--- config.mk ---
export PLATFORM = sky130hd
export DESIGN_NAME = hcbp_packer
export DESIGN_NICKNAME = d
export VERILOG_FILES = /design/src/hw/rtl/hcbp_pkg.sv /design/src/hw/rtl/hcbp_packer.sv
export SDC_FILE = /design/constraint.sdc
export NUM_CORES = 1
export LEC_CHECK = 0
export ABC_AREA = 1
export BUFFER_PORTS_ARGS = -buffer_cell sky130_fd_sc_hd__buf_2
export CORE_MARGIN = 1
export CORE_UTILIZATION = 52
export DETAILED_ROUTE_END_ITERATION = 12
export PLACE_DENSITY = 0.9
export SYNTH_ARGS = -nofsm -noshare
export SYNTH_HDL_FRONTEND = slang
export SYNTH_SLANG_ARGS = --single-unit
--- constraint.sdc ---
create_clock -name clock -period 2.35 [get_ports clock]
set_clock_uncertainty 0.15 [all_clocks]
set_input_delay 0.235 -clock clock [delete_from_list [all_inputs] [get_ports clock]]
set_output_delay 0.235 -clock clock [all_outputs]
set_load 0.01 [all_outputs]
--- src/hw/rtl/hcbp_pkg.sv ---
`default_nettype none

package hcbp_pkg;

   localparam int unsigned MAX_CODE_LEN_DEF = 32;

   localparam int unsigned OP_W        = 2;
   localparam int unsigned SYM_W       = 8;
   localparam int unsigned CODE_BITS_W = 32;
   localparam int unsigned CODE_LEN_W  = 6;
   localparam int unsigned BYTE_W      = 8;
   localparam int unsigned MAX_BYTES   = 4;
   localparam int unsigned BYTE_CNT_W  = 3;
   localparam int unsigned ACC_W       = 7;
   localparam int unsigned PEND_W      = 3;

   localparam logic [OP_W-1:0] OP_LOAD   = 2'd0;
   localparam logic [OP_W-1:0] OP_ENCODE = 2'd1;
   localparam logic [OP_W-1:0] OP_FLUSH  = 2'd2;

   typedef struct packed {
      logic [OP_W-1:0]        operation;
      logic [SYM_W-1:0]       symbol;
      logic [CODE_BITS_W-1:0] code_bits;
      logic [CODE_LEN_W-1:0]  code_length;
   } req_type;

   typedef struct packed {
      logic [BYTE_W-1:0] out_byte;
      logic              last;
   } rsp_type;

   // bytes[0] leaves first
   typedef struct packed {
      logic [MAX_BYTES-1:0][BYTE_W-1:0] bytes;
      logic [BYTE_CNT_W-1:0]            count;
   } byte_grp_type;

endpackage

`default_nettype wire

--- src/hw/rtl/hcbp_packer.sv ---
`default_nettype none

module hcbp_packer (
   input  logic                             clock,
   input  logic                             reset,
   input  logic                             step,
   input  logic [hcbp_pkg::OP_W-1:0]        op,
   input  logic [hcbp_pkg::CODE_BITS_W-1:0] code,
   input  logic [hcbp_pkg::CODE_LEN_W-1:0]  len,
   output hcbp_pkg::byte_grp_type           grp
);
   import hcbp_pkg::*;

   // pending bits plus one full code, rounded up to whole bytes
   localparam int unsigned ALIGN_W = ACC_W + CODE_BITS_W + 1;

   logic [ACC_W-1:0]      acc_ff, acc_in;
   logic [PEND_W-1:0]     cnt_ff, cnt_in;
   logic [PEND_W-1:0]     shift_acc;
   logic [CODE_LEN_W-1:0] shift_code;
   logic [CODE_LEN_W-1:0] total;
   logic [ALIGN_W-1:0]    acc_l, code_l, left;
   logic [ACC_W-1:0]      low_bits, keep_mask;

   always_comb begin
      // left-justify pending bits, then the code right behind them
      shift_acc  = PEND_W'(ACC_W) - cnt_ff;
      shift_code = CODE_LEN_W'(CODE_BITS_W) - len;
      acc_l      = {acc_ff, (ALIGN_W - ACC_W)'(0)} << shift_acc;
      code_l     = ({code, (ALIGN_W - CODE_BITS_W)'(0)} << shift_code) >> cnt_ff;
      left       = acc_l | code_l;
      total      = CODE_LEN_W'(cnt_ff) + len;
      // leftover tail, right-aligned
      low_bits   = (acc_ff << len) | code[ACC_W-1:0];
      keep_mask  = ~({ACC_W{1'b1}} << total[PEND_W-1:0]);

      acc_in    = acc_ff;
      cnt_in    = cnt_ff;
      grp.count = '0;
      for (int k = 0; k < MAX_BYTES; k++) begin
         grp.bytes[k] = left[ALIGN_W-1-BYTE_W*k -: BYTE_W];
      end

      unique case (op)
         OP_ENCODE: begin
            grp.count = total[CODE_LEN_W-1:PEND_W];
            cnt_in    = total[PEND_W-1:0];
            acc_in    = low_bits & keep_mask;
         end
         OP_FLUSH: begin
            if (cnt_ff != '0) begin
               grp.count    = BYTE_CNT_W'(1);
               grp.bytes[0] = BYTE_W'(acc_ff);
               acc_in       = '0;
               cnt_in       = '0;
            end
         end
         default: begin
         end
      endcase
   end

   always_ff @(posedge clock) begin
      if (reset) begin
         acc_ff <= '0;
         cnt_ff <= '0;
      end else if (step) begin
         acc_ff <= acc_in;
         cnt_ff <= cnt_in;
      end
   end

endmodule

`default_nettype wire

==> impl_metrics.csv, run 1 <==
group,metric,value,unit
die,num_io_pins,78,
logic_synthesis,yosysTopAreaCell,"nand3_1",
clock_network,cts_buffer_depth,2,
placement,dpl_cell_area,4610,µm²
clock_network,cts_buffers,3,
clock_network,cts_num_sinks,10,
logic_synthesis,synthCells,767,
global_route,grt_max_degree,45,
die,die_h,88.9,µm
placement,dp_worst_setup_slack,-192,ps
logic_synthesis,yosys_warnings,0,
run_status,status,"did not finish",
run_status,stop_stage,"global routing",
run_status,error,"[ERROR GRT-0232] Routing congestion too high. Check the congestion heatmap in the GUI.",
logic_synthesis,ys_top_cells_by_area,"nand3_1 (38%), nand2_1 (20%), dfxtp_1 (5.1%)",
timing,worst-ep-kind,"top-level output",
placement,portBuffers,77,
logic_synthesis,async_reset_ff_share,0,%
logic_synthesis,synth_area_per_cell,5.11,µm²
logic_synthesis,synth.ff_latch_count,10,
logic_synthesis,synth_top_area_share,38.3,%
global_route,track_usage,75.3,%
clock_network,cts-root-buf,"clkbuf_8",
placement,routabilityCongestion,1.03,
die,row_count,31,
logic_synthesis,syn_area,3920,µm²
timing,grt-worst-endpoint,"grp[21]",
logic_synthesis,synth_edf_count,0,
clock_network,hold_buffers,0,
global_route,grt_overflow,39,
die,die_w,88.9,µm
die,start_util,54.1,%
placement,dp_hpwl,11.1,mm
clock_network,htree_levels,1,
logic_synthesis,ys_seq_area_share,5.10,%
logic_synthesis,synth_flop_cell,"dfxtp_1",
logic_synthesis,synth_fp_nets,817,
logic_synthesis,synth_cell_types,43,
## layer usage
| layer | GRT overflow | global-route usage, % |
|---|---|---|
| met4 | 24 | 75.8 |
| met3 | 0 | 64.8 |
| met1 | 0 | 74.5 |
| met2 | 15 | 87.8 |
| met5 | 0 | 37.7 |
## timing repair
action                     CTS
pin swaps                   40
gates resized for setup    149
setup endpoints to repair   33
setup buffers                7
gates cloned                 5
## logic make-up after synthesis
logic type | share of synthesized area, %
and+or+nand+nor | 67.9
AOI/OAI and AO/OA | 13.1
adders and majority gates | 2.42
DFF | 5.10
buffers and inverters | 10.7
muxes | 0.255
xor gates and xnor gates | 0.447
## synthesized netlist by cell type, types with 2 or more instances
master,count
o21ai_0,29
clkbuf_1,20
a21oi_1,22
dfxtp_1,10
or2_2,2
o211ai_2,2
o211ai_1,9
o22ai_1,2
clkinv_1,3
nor2_1,29
ha_1,6
nand2_4,2
nor2_4,2
inv_2,4
nand3_1,300
buf_4,4
o21ai_2,2
o21ai_1,4
nand2_1,208
inv_1,30
o221ai_1,2
buf_2,16
nand4_1,15
nand3_2,4
a31o_2,2
buf_1,5
o21a_1,7
nand2_2,7
buf_6,5
## per-stage QoR
stage / setup TNS, ps / cells
after global placement: -2050 / 938
after detailed placement: -3360 / 938
after floorplan: 0 / 767
after CTS: -30.5 / 954
==> inputs of run 2 (changes only) <==
- CORE_UTILIZATION: 52 -> 40
- PLACE_DENSITY: 0.9 -> default
- PLACE_DENSITY_LB_ADDON: default -> 0.15
- clock period: 2.35 -> 3.1 ns (I/O delays scaled with it)
==> run 2 against run 1 <==
Effect of this change:
- synthesized cell count did not move
- synthesized area did not move
- the flow now finishes without violations
==> impl_metrics.csv, run 2 <==
group,metric,value,unit
clock_network,htree_levels,1,
timing,fmax,0.350,GHz
timing,final.setup.tns,0,ps
finish,final_area,4430,µm²
die,start_util,41.9,%
run_status,status,"completed",
route,first_iter_violations,462,
clock_network,post_cts_buffers,0,
worst_hold_path,hold_depth,2,
logic_synthesis,syn_area,3920,µm²
global_route,track_usage,30.7,%
timing,drv_slew,0,
timing,hold_viol,0,
logic_synthesis,async_reset_ff_share,0,%
critical_path,ff2ff_setup_slack,930,ps
timing,min_period,2860,ps
timing,relSlewSlack,63.7,%
critical_path,r2r_cells,10,
finish,multi_input_area,3300,µm²
placement,dp_hpwl,12.3,mm
die,core,9370,µm²
finish,largest_reg_flops,7,
critical_path,crit_type,"input port to output pin",
critical_path,r2r-end,"acc_ff[4]",
logic_synthesis,ys_seq_area_share,5.10,%
global_route,grt_overflow,0,
worst_hold_path,hold_path_end,"acc_ff[0]",
timing,post-route-period-util,92.1,%
route,dr.pass1.iters,6,
route,via_count,5555,
finish,layout_common_cells,"nand3_1 (300), nand2_1 (208), buf_2 (77), inv_1 (30)",
die,dieArea,10200,µm²
clock_network,clkTransAtPathRegs,40,ps
clock_network,cts_buffers,3,
critical_path,cp-end-kind,"output pin",
timing,rsz0062_at_grt,"false",
logic_synthesis,synth_edf_count,0,
finish,layout-drive-gt1-share,16.1,%
logic_synthesis,yosys_warnings,0,
placement,dp_worst_setup_slack,261,ps
critical_path,critPathMaxFanout,23,
global_route,grt_max_degree,39,
power,power.density,260,nW/µm²
logic_synthesis,synth_fp_nets,817,
flow_run,max-cap-violations,0,
finish,syn_to_final_growth,12.9,%
global_route,antenna_found_initial,0,
finish,fill_cells,1110,
logic_synthesis,synth_area_per_cell,5.11,µm²
clock_network,insertion_delay,230,ps
critical_path,cp-start-kind,"input port",
route,routed_wl,15.3,mm
finish,antennaDiodeCount,0,
die,row_count,35,
power,ir_drop,0.294,mV
logic_synthesis,yosysMostFrequentCell,"nand3_1",
route,wl_per_cell,16.2,µm
worst_hold_path,hp-start,"reset",
global_route,grt_pass1_vias,5054,
critical_path,r2r-start,"cnt_ff[0]",
placement,dpl_cell_area,4380,µm²
power,power,1150,µW
route,avgViaCountPerCell,5.87,
global_route,grt_pass1_wl,24.8,mm
timing,finalSetupViolCount,0,
timing,setup_ws,244,ps
logic_synthesis,ys_top_cells_by_area,"nand3_1 (38%), nand2_1 (20%), dfxtp_1 (5.1%)",
die,die_w,101,µm
logic_synthesis,synth_common_cells,"nand3_1 (300), nand2_1 (208), inv_1 (30), nor2_1 (29), o21ai_0 (29)",
finish,layout_commonest_cell,"nand3_1",
logic_synthesis,synth.ff_latch_count,10,
clock_network,cts_tree,"built",
logic_synthesis,synth_top_area_share,38.3,%
clock_network,cts_num_sinks,10,
die,die_h,101,µm
logic_synthesis,synthCells,767,
worst_hold_path,hold_path.class,"input port to flip-flop",
route,drc,0,
placement,routabilityCongestion,0.977,
finish,regArea,200,µm²
route,drtAntennaViolNets,0,
clock_network,cts_buffer_depth,2,
clock_network,cts-root-buf,"clkbuf_8",
power,p_leak,0.00215,µW
critical_path,cp-startpoint,"len[0]",
die,num_io_pins,78,
logic_synthesis,yosysTopAreaCell,"nand3_1",
finish,nets,870,
timing,tightest_slew,542,ps
logic_synthesis,synth_cell_types,43,
finish,regMostFlops,"acc_ff",
critical_path,crit_arrival,2400,ps
finish,largestRegisters,"acc_ff: 7 flops, cnt_ff: 3 flops",
critical_path,required,2640,ps
placement,portBuffers,77,
logic_synthesis,synth_flop_cell,"dfxtp_1",
-- run 2: cell counts after synthesis --
No cell type changed its count.
-- run 2: how the worst max path moves through the flow --
stage              end  slack, ps  cells past startpoint
4_1_cts        grp[22]        240                     15
2_1_floorplan  grp[22]        310                     12
6_report        grp[5]        240                     14
5_1_grt         grp[5]         10                     14
3_5_place_dp   grp[22]        260                     15
3_3_place_gp    grp[5]        220                     15
-- run 2: final cells by class --
class / instances / area share (%)
multi-input combinational: 668 / 74.6
clock buffer: 3 / 0.932
timing repair buffer: 99 / 13.0
tap: 129 / 3.65
inverter: 38 / 3.33
sequential: 10 / 4.52
-- run 2: cells by family after synthesis --
| logic type | count (synthesis) | synth area share [%] |
|---|---|---|
| compound gates | 85 | 13.1 |
| xor+xnor | 2 | 0.447 |
| fa+ha+maj | 7 | 2.42 |
| flops | 10 | 5.10 |
| buf+inv | 89 | 10.7 |
| simple gates | 573 | 67.9 |
| mux | 1 | 0.255 |
-- run 2: what timing repair did --
item                       in CTS  in global routing
setup endpoints to repair       0                  1
resized for setup               0                  1
hold buffers                    0                  0
-- run 2: per-stage QoR --
step	hold WS, ps	cells	util [%]
2_1_floorplan	315	767	-
4_1_cts	216	947	47.2
3_5_place_dp	364	944	46.8
3_3_place_gp	363	944	46.8
6_report	220	947	47.2
5_1_grt	230	947	47.2
-- run 2: where the power goes --
part	internal [µW]	switching, µW	total, µW
combinational	300	577	878
clock	84.3	43.5	128
sequential	135	9.33	144
-- run 2: critical path, stage by stage --
cell and delay, ps:
buf_2 120, buf_4 190, nor2_2 180, nand3_1 90
nand2_1 80, nand2_2 110, nor2_8 330, nand3_1 240
nand3_1 160, nand3_1 140, nand3_1 150, nand3_1 100
nand2_1 80, buf_2 130
-- run 2: per-layer routing --
metal	up-vias	GRT usage [%]	part of all wire [%]	routed length, µm
li1	2780	-	-	-
met1	2512	40.0	44	6720
met2	217	51.9	47	7170
met3	46	3.54	6.1	935
met4	0	11.1	3.4	521
met5	-	0	0	0
No activity file was read; power rests on OpenSTA's default activity.
