==> config.mk <==
export PLATFORM = sky130hd
export DESIGN_NAME = hcbp_out_buf
export DESIGN_NICKNAME = d
export VERILOG_FILES = /design/src/hw/rtl/hcbp_pkg.sv /design/src/hw/rtl/hcbp_out_buf.sv
export SDC_FILE = /design/constraint.sdc
export NUM_CORES = 1
export LEC_CHECK = 0
export ABC_AREA = 1
export ABC_CLOCK_PERIOD_IN_PS = 2500
export BUFFER_PORTS_ARGS = -buffer_cell sky130_fd_sc_hd__buf_4
export CORE_MARGIN = 4
export CORE_UTILIZATION = 35
export DETAILED_ROUTE_END_ITERATION = 8
export PLACE_DENSITY = 0.65
export RECOVER_POWER = 50
export SLEW_MARGIN = 20
export SYNTH_ARGS = -nofsm -noshare
export SYNTH_HDL_FRONTEND = slang
export SYNTH_SLANG_ARGS = --single-unit
==> constraint.sdc <==
create_clock -name clock -period 2.5 [get_ports clock]
set_input_delay 0.5 -clock clock [delete_from_list [all_inputs] [get_ports clock]]
set_output_delay 0.5 -clock clock [all_outputs]
set_load 0.1 [all_outputs]
==> src/hw/rtl/hcbp_pkg.sv <==
`default_nettype none

package hcbp_pkg;

   localparam int unsigned MAX_CODE_LEN_DEF = 32;

   localparam int unsigned OP_W        = 2;
   localparam int unsigned SYM_W       = 8;
   localparam int unsigned CODE_BITS_W = 32;
   localparam int unsigned CODE_LEN_W  = 6;
   localparam int unsigned BYTE_W      = 8;
   localparam int unsigned MAX_BYTES   = 4;
   localparam int unsigned BYTE_CNT_W  = 3;
   localparam int unsigned ACC_W       = 7;
   localparam int unsigned PEND_W      = 3;

   localparam logic [OP_W-1:0] OP_LOAD   = 2'd0;
   localparam logic [OP_W-1:0] OP_ENCODE = 2'd1;
   localparam logic [OP_W-1:0] OP_FLUSH  = 2'd2;

   typedef struct packed {
      logic [OP_W-1:0]        operation;
      logic [SYM_W-1:0]       symbol;
      logic [CODE_BITS_W-1:0] code_bits;
      logic [CODE_LEN_W-1:0]  code_length;
   } req_type;

   typedef struct packed {
      logic [BYTE_W-1:0] out_byte;
      logic              last;
   } rsp_type;

   // bytes[0] leaves first
   typedef struct packed {
      logic [MAX_BYTES-1:0][BYTE_W-1:0] bytes;
      logic [BYTE_CNT_W-1:0]            count;
   } byte_grp_type;

endpackage

`default_nettype wire

==> src/hw/rtl/hcbp_out_buf.sv <==
`default_nettype none

module hcbp_out_buf (
   input  logic                   clock,
   input  logic                   reset,
   input  logic                   load,
   input  hcbp_pkg::byte_grp_type grp,
   input  logic                   rsp_stall,
   output logic                   rsp_valid,
   output hcbp_pkg::rsp_type      rsp_data,
   output logic                   free
);
   import hcbp_pkg::*;

   logic [MAX_BYTES-1:0][BYTE_W-1:0] bytes_ff, bytes_in;
   logic [BYTE_CNT_W-1:0]            cnt_ff, cnt_in;
   logic                             take;

   assign take = (cnt_ff != '0) && !rsp_stall;
   // empty, or last byte leaving this cycle
   assign free = (cnt_ff == '0) || ((cnt_ff == BYTE_CNT_W'(1)) && take);

   always_comb begin
      bytes_in = bytes_ff;
      cnt_in   = cnt_ff;
      if (load) begin
         bytes_in = grp.bytes;
         cnt_in   = grp.count;
      end else if (take) begin
         bytes_in = {BYTE_W'(0), bytes_ff[MAX_BYTES-1:1]};
         cnt_in   = cnt_ff - BYTE_CNT_W'(1);
      end
   end

   always_ff @(posedge clock) begin
      bytes_ff <= bytes_in;
      if (reset) begin
         cnt_ff <= '0;
      end else begin
         cnt_ff <= cnt_in;
      end
   end

   assign rsp_valid         = (cnt_ff != '0);
   assign rsp_data.out_byte = bytes_ff[0];
   assign rsp_data.last     = (cnt_ff == BYTE_CNT_W'(1));

endmodule

`default_nettype wire

==> results of run 1 <==
metal layers:
metal | routed length (um) | track usage | vias up
met1 | 1210 | 0.110 | 492
met5 | 0 | 0 | -
met4 | 66 | 0.0534 | 0
met2 | 1340 | 0.169 | 34
li1 | - | - | 622
met3 | 232 | 0.0433 | 6
area by class of cell:
class                      count  share of cell area
timing repair buffer          50               0.172
sequential                    35               0.492
multi-input combinational    109               0.223
clock inverter                 1             0.00361
inverter                      18              0.0325
clock buffer                   7              0.0464
tap                           52              0.0313
cells by family after synthesis:
group / count (synthesis)
DFF: 35
and+or+nand+nor: 102
buffers and inverters: 32
AOI/OAI and AO/OA: 4
adders and majority gates: 3
power by group:
part | total (mW) | internal [mW] | switching (mW)
sequential | 0.738 | 0.721 | 0.0162
clock | 0.444 | 0.250 | 0.193
combinational | 0.382 | 0.0991 | 0.283
total | 1.56 | 1.07 | 0.493
flip-flops by register name, indices dropped and copies added (netlist names):
register  count
bytes_ff     24
rsp_data      8
cnt_ff        3
path summary, 6_finish.rpt:
path / end / cells past startpoint / slack, ns
worst max-delay path: rsp_data[5] / 1 / 0.53
worst min-delay path: bytes_ff[27] / 3 / 0.47
worst max register to register: bytes_ff[22] / 6 / 0.92
worst min register to register: bytes_ff[21] / 2 / 0.51
through the flow:
stage	cell area, um2	hold slack (ns)	instances
global route	2080	0.472	272
detailed placement	1990	0.496	264
finish	2080	0.473	272
floorplan	1670	0.487	176
CTS	2100	0.461	272
global placement	1990	0.492	264
cell usage in the layout, fill, tap and decap left out:
master	synthesis	routed
a21oi_4	1	1
buf_4	10	45
clkbuf_1	0	5
clkbuf_8	0	7
clkinvlp_4	0	1
dfxtp_1	3	3
edfxtp_1	32	32
ha_1	3	3
inv_1	16	17
inv_2	2	1
nand2_1	92	92
nand2_4	1	1
nand3_1	3	3
nor2_1	6	6
o21ai_0	3	2
o21ai_1	0	1
==> impl_metrics.ini, run 1 <==
[die]
die_h_um = 77.0
die_w_um = 77.0
io_pins = 50
die-area_um2 = 5930
rows = 24
start_util = 0.372
coreArea_um2 = 4470

[placement]
gp_congestion = 0.850
dp_hpwl_um = 1960
place_ws_ns = 0.784
port_buffers = 49

[grt]
grt_pass1_wl_um = 4690
grt.total_usage = 0.102
grt_max_degree = 39
grt-ovfl-total = 0
antenna_found_initial = 0
first_global_vias = 1112

[final_layout]
multi_input_area_um2 = 463
utilization = 0.464
area_growth_pct = 24.7
num-fill-cells = 432
nets = 261
diodes = 0
drive_above_1_share = 0.255
regArea_um2 = 1020

[yosys]
synth_nets = 218
yosysMostFrequentCell = nand2_1
synthArstFlopShare = 0
synth_area_per_cell_um2 = 9.46
muxShareOfSynthArea = 0
syn_inst = 176
synthTopCellsByCount = nand2_1, edfxtp_1, inv_1
synth_top_area_share = 0.577
ys_types = 14
synth.area.top_cells = edfxtp_1, nand2_1, buf_4
synth_xor_area_frac = 0
synthAdderAreaFrac = 0.0225
synth_top_family_by_area = simple AND/OR/NAND/NOR gates
syn_area_um2 = 1670
yosysSeqAreaShare = 0.613
synth-compound-area-share = 0.0188
synth_ff_type = edfxtp_1
synth.largest_area_cell = edfxtp_1
ys_ff_latch = 35
synth_edf_count = 32
ys_warn_count = 0
synthSimpleGateAreaFrac = 0.237

[clocking]
clkSinkCount = 35
cts_resized = 0
clockBufferDepth = 2
cts_max_level = 2
numCtsBuffers = 5
cts.clk_slew.worst_paths_ns = 0.07
ctsHoldBuffers = 0
clk_latency_ns = 0.28
postCtsSetupRepairBufs = 0
cts_tree = yes
cts-root-buf = clkbuf_8

[worst_hold_path]
hp-class = in2reg
min_from = grp[30]

[timing]
fmax_ghz = 0.509
setup-violations-final = 0
tightest_slew_ns = 1.17
fin_crit_sh = 0.786
final.setup.tns_ns = 0
fin_crit_ns = 1.97
grt_setup_unrepaired = false
finalMaxSlewViolations = 0
max_slew_margin = 0.225
hold_viol = 0
setup_ws_ns = 0.535
fin_worst_skew_ns = 0.00487

[routing]
vias = 1154
wl_per_cell_um = 10.4
first_iter_violations = 59
drt_first_pass_iters = 4
wl_um = 2840
antenna_left = 0
drc = 0
via_per_inst = 4.24

[critical_path]
cp.required_ns = 2.00
worstSetupEndpointType = output pin
path_class = reg2out
startpoint = rsp_data[5]
crit_slowest_cell = clkbuf_1
cp_data_arrival_time_ns = 1.47
rr_startpoint = cnt_ff[0]
critical-path-top-delay-family = buffers and inverters
path_max_fanout = 1
cp_cell_sequence = clkbuf_1
critPathMaxStageDelay_ns = 0.86
start_kind = flop
crit_buf_inv = 1

[outcome]
outcome = finished clean

[power]
p_per_area_nw_per_um2 = 753
p_leak_nw = 1.05
p_total_mw = 1.56
peakVddDrop_v = 0.000242

[run]
maxCapViolCount = 0
Note: power is estimated with default switching activity, not from simulation.
==> run 2: changes to the inputs <==
Settings changed: ABC_CLOCK_PERIOD_IN_PS 2500 to 1800, PLACE_DENSITY 0.65 to 0.67.
Clock period 2.5 ns to 1.8 ns, I/O delays scaled along.
==> run 2 against run 1 <==
Net effect:
- non-clock buffer count is 2 higher
- wire length is 0.18% lower
- critical path depth is 4 higher
- setup slack worse by 0.43 ns
- die area stayed put
- power is 39% higher
- clock-buffer cell count is 1 higher
- critical endpoint is now free
==> impl_metrics.ini, run 2 (synthesis results as in run 1) <==
[timing]
grt_setup_unrepaired = false
fin_crit_ns = 1.69
fin_worst_skew_ns = 0.00457
max_slew_margin = 0.407
final.setup.tns_ns = 0
hold_viol = 0
finalMaxSlewViolations = 0
fmax_ghz = 0.590
setup-violations-final = 0
tightest_slew_ns = 0.890
fin_crit_sh = 0.941

[final_layout]
area_growth_pct = 27.1
final_area_um2 = 2120
largest_register = bytes_ff
stdcell_count = 274
multi_input_area_um2 = 488
drive_above_1_share = 0.293
largest_register_ffs = 24
nets = 263
regArea_um2 = 1020
final_common_cell = nand2_1
mostFrequentLayoutCells = nand2_1, buf_4, edfxtp_1, inv_1, clkbuf_8
num-fill-cells = 416
diodes = 0

[grt]
first_global_vias = 1131
grt_max_degree = 33
antenna_found_initial = 0
grt_pass1_wl_um = 4710
grt-ovfl-total = 0
grt.total_usage = 0.102

[clocking]
cts-root-buf = clkbuf_8
numCtsBuffers = 5
postCtsSetupRepairBufs = 0
clockBufferDepth = 2
cts_max_level = 2
cts.clk_slew.worst_paths_ns = 0.06
clk_latency_ns = 0.28
cts_tree = yes
cts_resized = 0
clkSinkCount = 35
ctsHoldBuffers = 0

[die]
io_pins = 50
die_h_um = 77.0
die-area_um2 = 5930
die_w_um = 77.0
coreArea_um2 = 4470
rows = 24
start_util = 0.372

[critical_path]
start_kind = flop
cp_data_arrival_time_ns = 1.33
r2r_end = bytes_ff[31]
cp.required_ns = 1.44
rr_startpoint = cnt_ff[0]
worstSetupEndpointType = output pin
path_max_fanout = 4
regToRegSetupSlack_ns = 0.26
reg2reg_depth = 6
path_class = reg2out
crit_end = free
startpoint = cnt_ff[1]

[placement]
gp_congestion = 0.764
port_buffers = 49
placed_cells = 266
place_area_um2 = 2040
dp_hpwl_um = 2120

[routing]
vias = 1174
wl_per_cell_um = 10.3
via_per_inst = 4.28
first_iter_violations = 69
drt_first_pass_iters = 5
antenna_left = 0
wl_um = 2840
drc = 0

[power]
peakVddDrop_v = 0.000307
p_total_mw = 2.17
p_per_area_nw_per_um2 = 1030
p_leak_nw = 1.07

[run]
maxCapViolCount = 0

[worst_hold_path]
hp-class = in2reg

[outcome]
outcome = finished clean
[run 2: cell count changes in the layout (fill, tap and decap cells not counted), sizes merged]
cell / change
clkbuf: +3
inv: -1
[run 2: power breakdown]
part | switching [mW] | internal (mW) | total [mW] | leakage [nW]
logic | 0.404 | 0.153 | 0.556 | 0.664
registers | 0.0229 | 1.00 | 1.03 | 0.355
clock network | 0.244 | 0.349 | 0.593 | 0.0515
total | 0.671 | 1.50 | 2.17 | 1.07
[run 2: worst max-delay path: stages, from the launching register on]
cell	delay (ns)
dfxtp_1	0.31
inv_2	0.09
ha_1	0.15
nand2_1	0.08
o21ai_2	0.13
buf_4	0.30
[run 2: metal layers]
layer | track usage | wire length (um) | vias to the layer above | part of all wire
met5 | 0 | 0 | - | 0
met4 | 0.0641 | 77 | 0 | 0.027
met3 | 0.0316 | 186 | 7 | 0.066
met2 | 0.180 | 1390 | 37 | 0.49
met1 | 0.103 | 1180 | 505 | 0.42
li1 | - | - | 625 | -
[run 2: worst min-delay path by stage]
stage / from / endpoint / slack, ns / cells past startpoint
floorplan: bytes_ff[18] / bytes_ff[10] / 0.49 / 2
global placement: bytes_ff[24] / bytes_ff[16] / 0.49 / 2
detailed placement: bytes_ff[23] / bytes_ff[15] / 0.50 / 2
CTS: grp[27] / bytes_ff[24] / 0.33 / 3
global route: grp[28] / bytes_ff[25] / 0.33 / 3
finish: grp[30] / bytes_ff[27] / 0.34 / 3
[run 2: layout make-up]
type	instances	area share
well taps	52	0.0307
flip-flops and latches	35	0.482
inverters	18	0.0337
multi-input cells	109	0.230
repair buffers	52	0.176
clock buffers	8	0.0473
[run 2: metrics by stage]
step | setup WS (ns) | utilization | hold slack (ns)
after global placement | 0.346 | 0.455 | 0.492
after floorplan | 0.0265 | - | 0.487
after detailed placement | 0.317 | 0.455 | 0.495
final | 0.106 | 0.473 | 0.338
after CTS | 0.0863 | 0.477 | 0.329
after global routing | 0.0284 | 0.473 | 0.332
==> run 3: changes to the inputs <==
Settings changed: CTS_BUF_LIST set to sky130_fd_sc_hd__clkbuf_2 sky130_fd_sc_hd__clkbuf_4 sky130_fd_sc_hd__clkbuf_8.
==> run 3 against run 2 <==
Net effect:
- critical endpoint unchanged
- first-iteration DRC count up 5.8%
- setup slack unchanged
- sequential cell count unchanged
- core utilization up 0.084 points
- die area unchanged
- largest cell class unchanged
- via count unchanged
- non-clock buffer count unchanged
- clock power up 3%
- sequential power about the same
- power up 0.71%
==> impl_metrics.ini, run 3 (synthesis results as in run 1) <==
[outcome]
outcome = finished clean

[timing]
max_slew_margin = 0.407
tightest_slew_ns = 0.890
fin_worst_skew_ns = 0.00472
fin_crit_sh = 0.941
fmax_ghz = 0.590
hold_viol = 0
hold_slack_ns = 0.338
final.setup.tns_ns = 0
finalMaxSlewViolations = 0
grt_setup_unrepaired = false
fin_crit_ns = 1.69
setup-violations-final = 0

[die]
die_w_um = 77.0
coreArea_um2 = 4470
start_util = 0.372
io_pins = 50
die-area_um2 = 5930
rows = 24
die_h_um = 77.0

[grt]
grt_pass1_wl_um = 4710
first_global_vias = 1131
grt.total_usage = 0.102
grt_max_degree = 33
grt-ovfl-total = 0
antenna_found_initial = 0

[clocking]
clkSinkCount = 35
cts_max_level = 2
cts.clk_slew.worst_paths_ns = 0.06
clk_latency_ns = 0.28
cts_resized = 0
cts-root-buf = clkbuf_8
clockBufferDepth = 2
ctsHoldBuffers = 0
numCtsBuffers = 5
cts_tree = yes
postCtsSetupRepairBufs = 0

[placement]
dp_hpwl_um = 2120
gp_congestion = 0.764
port_buffers = 49

[critical_path]
worstSetupEndpointType = output pin
critPathMaxStageDelay_ns = 0.31
start_kind = flop
crit_slowest_cell = dfxtp_1
startpoint = cnt_ff[1]
rr_startpoint = cnt_ff[0]
path_class = reg2out
cp_cell_sequence = inv_2 -> ha_1 -> nand2_1 -> o21ai_2 -> buf_4
cp.required_ns = 1.44
cp_data_arrival_time_ns = 1.33
path_max_fanout = 4

[run]
maxCapViolCount = 0

[final_layout]
diodes = 0
drive_above_1_share = 0.297
mostFrequentLayoutCells = nand2_1, buf_4, edfxtp_1, inv_1, clkbuf_8
area_growth_pct = 27.3
largest_register = bytes_ff
nets = 263
largest_register_ffs = 24
final_common_cell = nand2_1

[power]
p_clk_frac = 0.278
switchingPower_uw = 671
internal-power_mw = 1.52
combPwrFrac = 0.254
p_per_area_nw_per_um2 = 1030
p_sw_frac = 0.306
seqPwrFrac = 0.468
p_leak_nw = 1.07
peakVddDrop_v = 0.000307

[routing]
drc = 0
drt_first_pass_iters = 5
antenna_left = 0
wl_um = 2840
first_iter_violations = 73
via_per_inst = 4.28
wl_per_cell_um = 10.3
vias = 1174

[worst_hold_path]
hp-class = in2reg
min_from = grp[30]
-- run 3: worst paths after layout --
check	endpoint	slack [ns]	cells after the start
worst max-delay path	free	0.11	5
worst min-delay path	bytes_ff[27]	0.34	3
worst max register to register	bytes_ff[31]	0.26	6
worst min register to register	bytes_ff[8]	0.50	2
-- run 3: cell type report --
type,instances,area (um2)
Clock buffer,8,104
Fill cell,417,2350
Timing Repair Buffer,52,372
Sequential cell,35,1020
Tap cell,52,65.1
Inverter,18,71.3
Multi-Input combinational cell,109,488
-- run 3: worst max-delay path: cells and delay by family (launching register included) --
| kind | cells | cell delay [ns] |
|---|---|---|
| buffers and inverters | 2 | 0.39 |
| and+or+nand+nor | 1 | 0.08 |
| AOI/OAI and AO/OA | 1 | 0.13 |
| DFF | 1 | 0.31 |
| adders and majority gates | 1 | 0.15 |
-- run 3: per-layer routing --
layer  routed length, um  up-vias  part of all wire  GRT usage
met3                 186        7             0.066     0.0316
met5                   0        -                 0          0
met1                1180      505              0.42      0.103
li1                    -      625                 -          -
met2                1390       37              0.49      0.180
met4                  77        0             0.027     0.0641
-- run 3: power by group through the flow --
stage / clock network, mW / registers (mW) / logic [mW]
after CTS: 0.629 / 1.03 / 0.571
after floorplan: 0 / 1.04 / 0.457
after global routing: 0.663 / 1.03 / 0.596
after global placement: 0 / 1.04 / 0.565
after detailed placement: 0 / 1.04 / 0.570
final: 0.608 / 1.03 / 0.556
-- run 3: stage by stage --
step	utilization	power, mW	setup slack [ns]	area (um2)	instances
final	0.474	2.19	0.106	2120	274
after global routing	0.474	2.29	0.0284	2120	274
after CTS	0.478	2.23	0.0863	2140	274
after detailed placement	0.455	1.61	0.317	2040	266
after global placement	0.455	1.61	0.346	2040	266
after floorplan	-	1.50	0.0265	1690	176
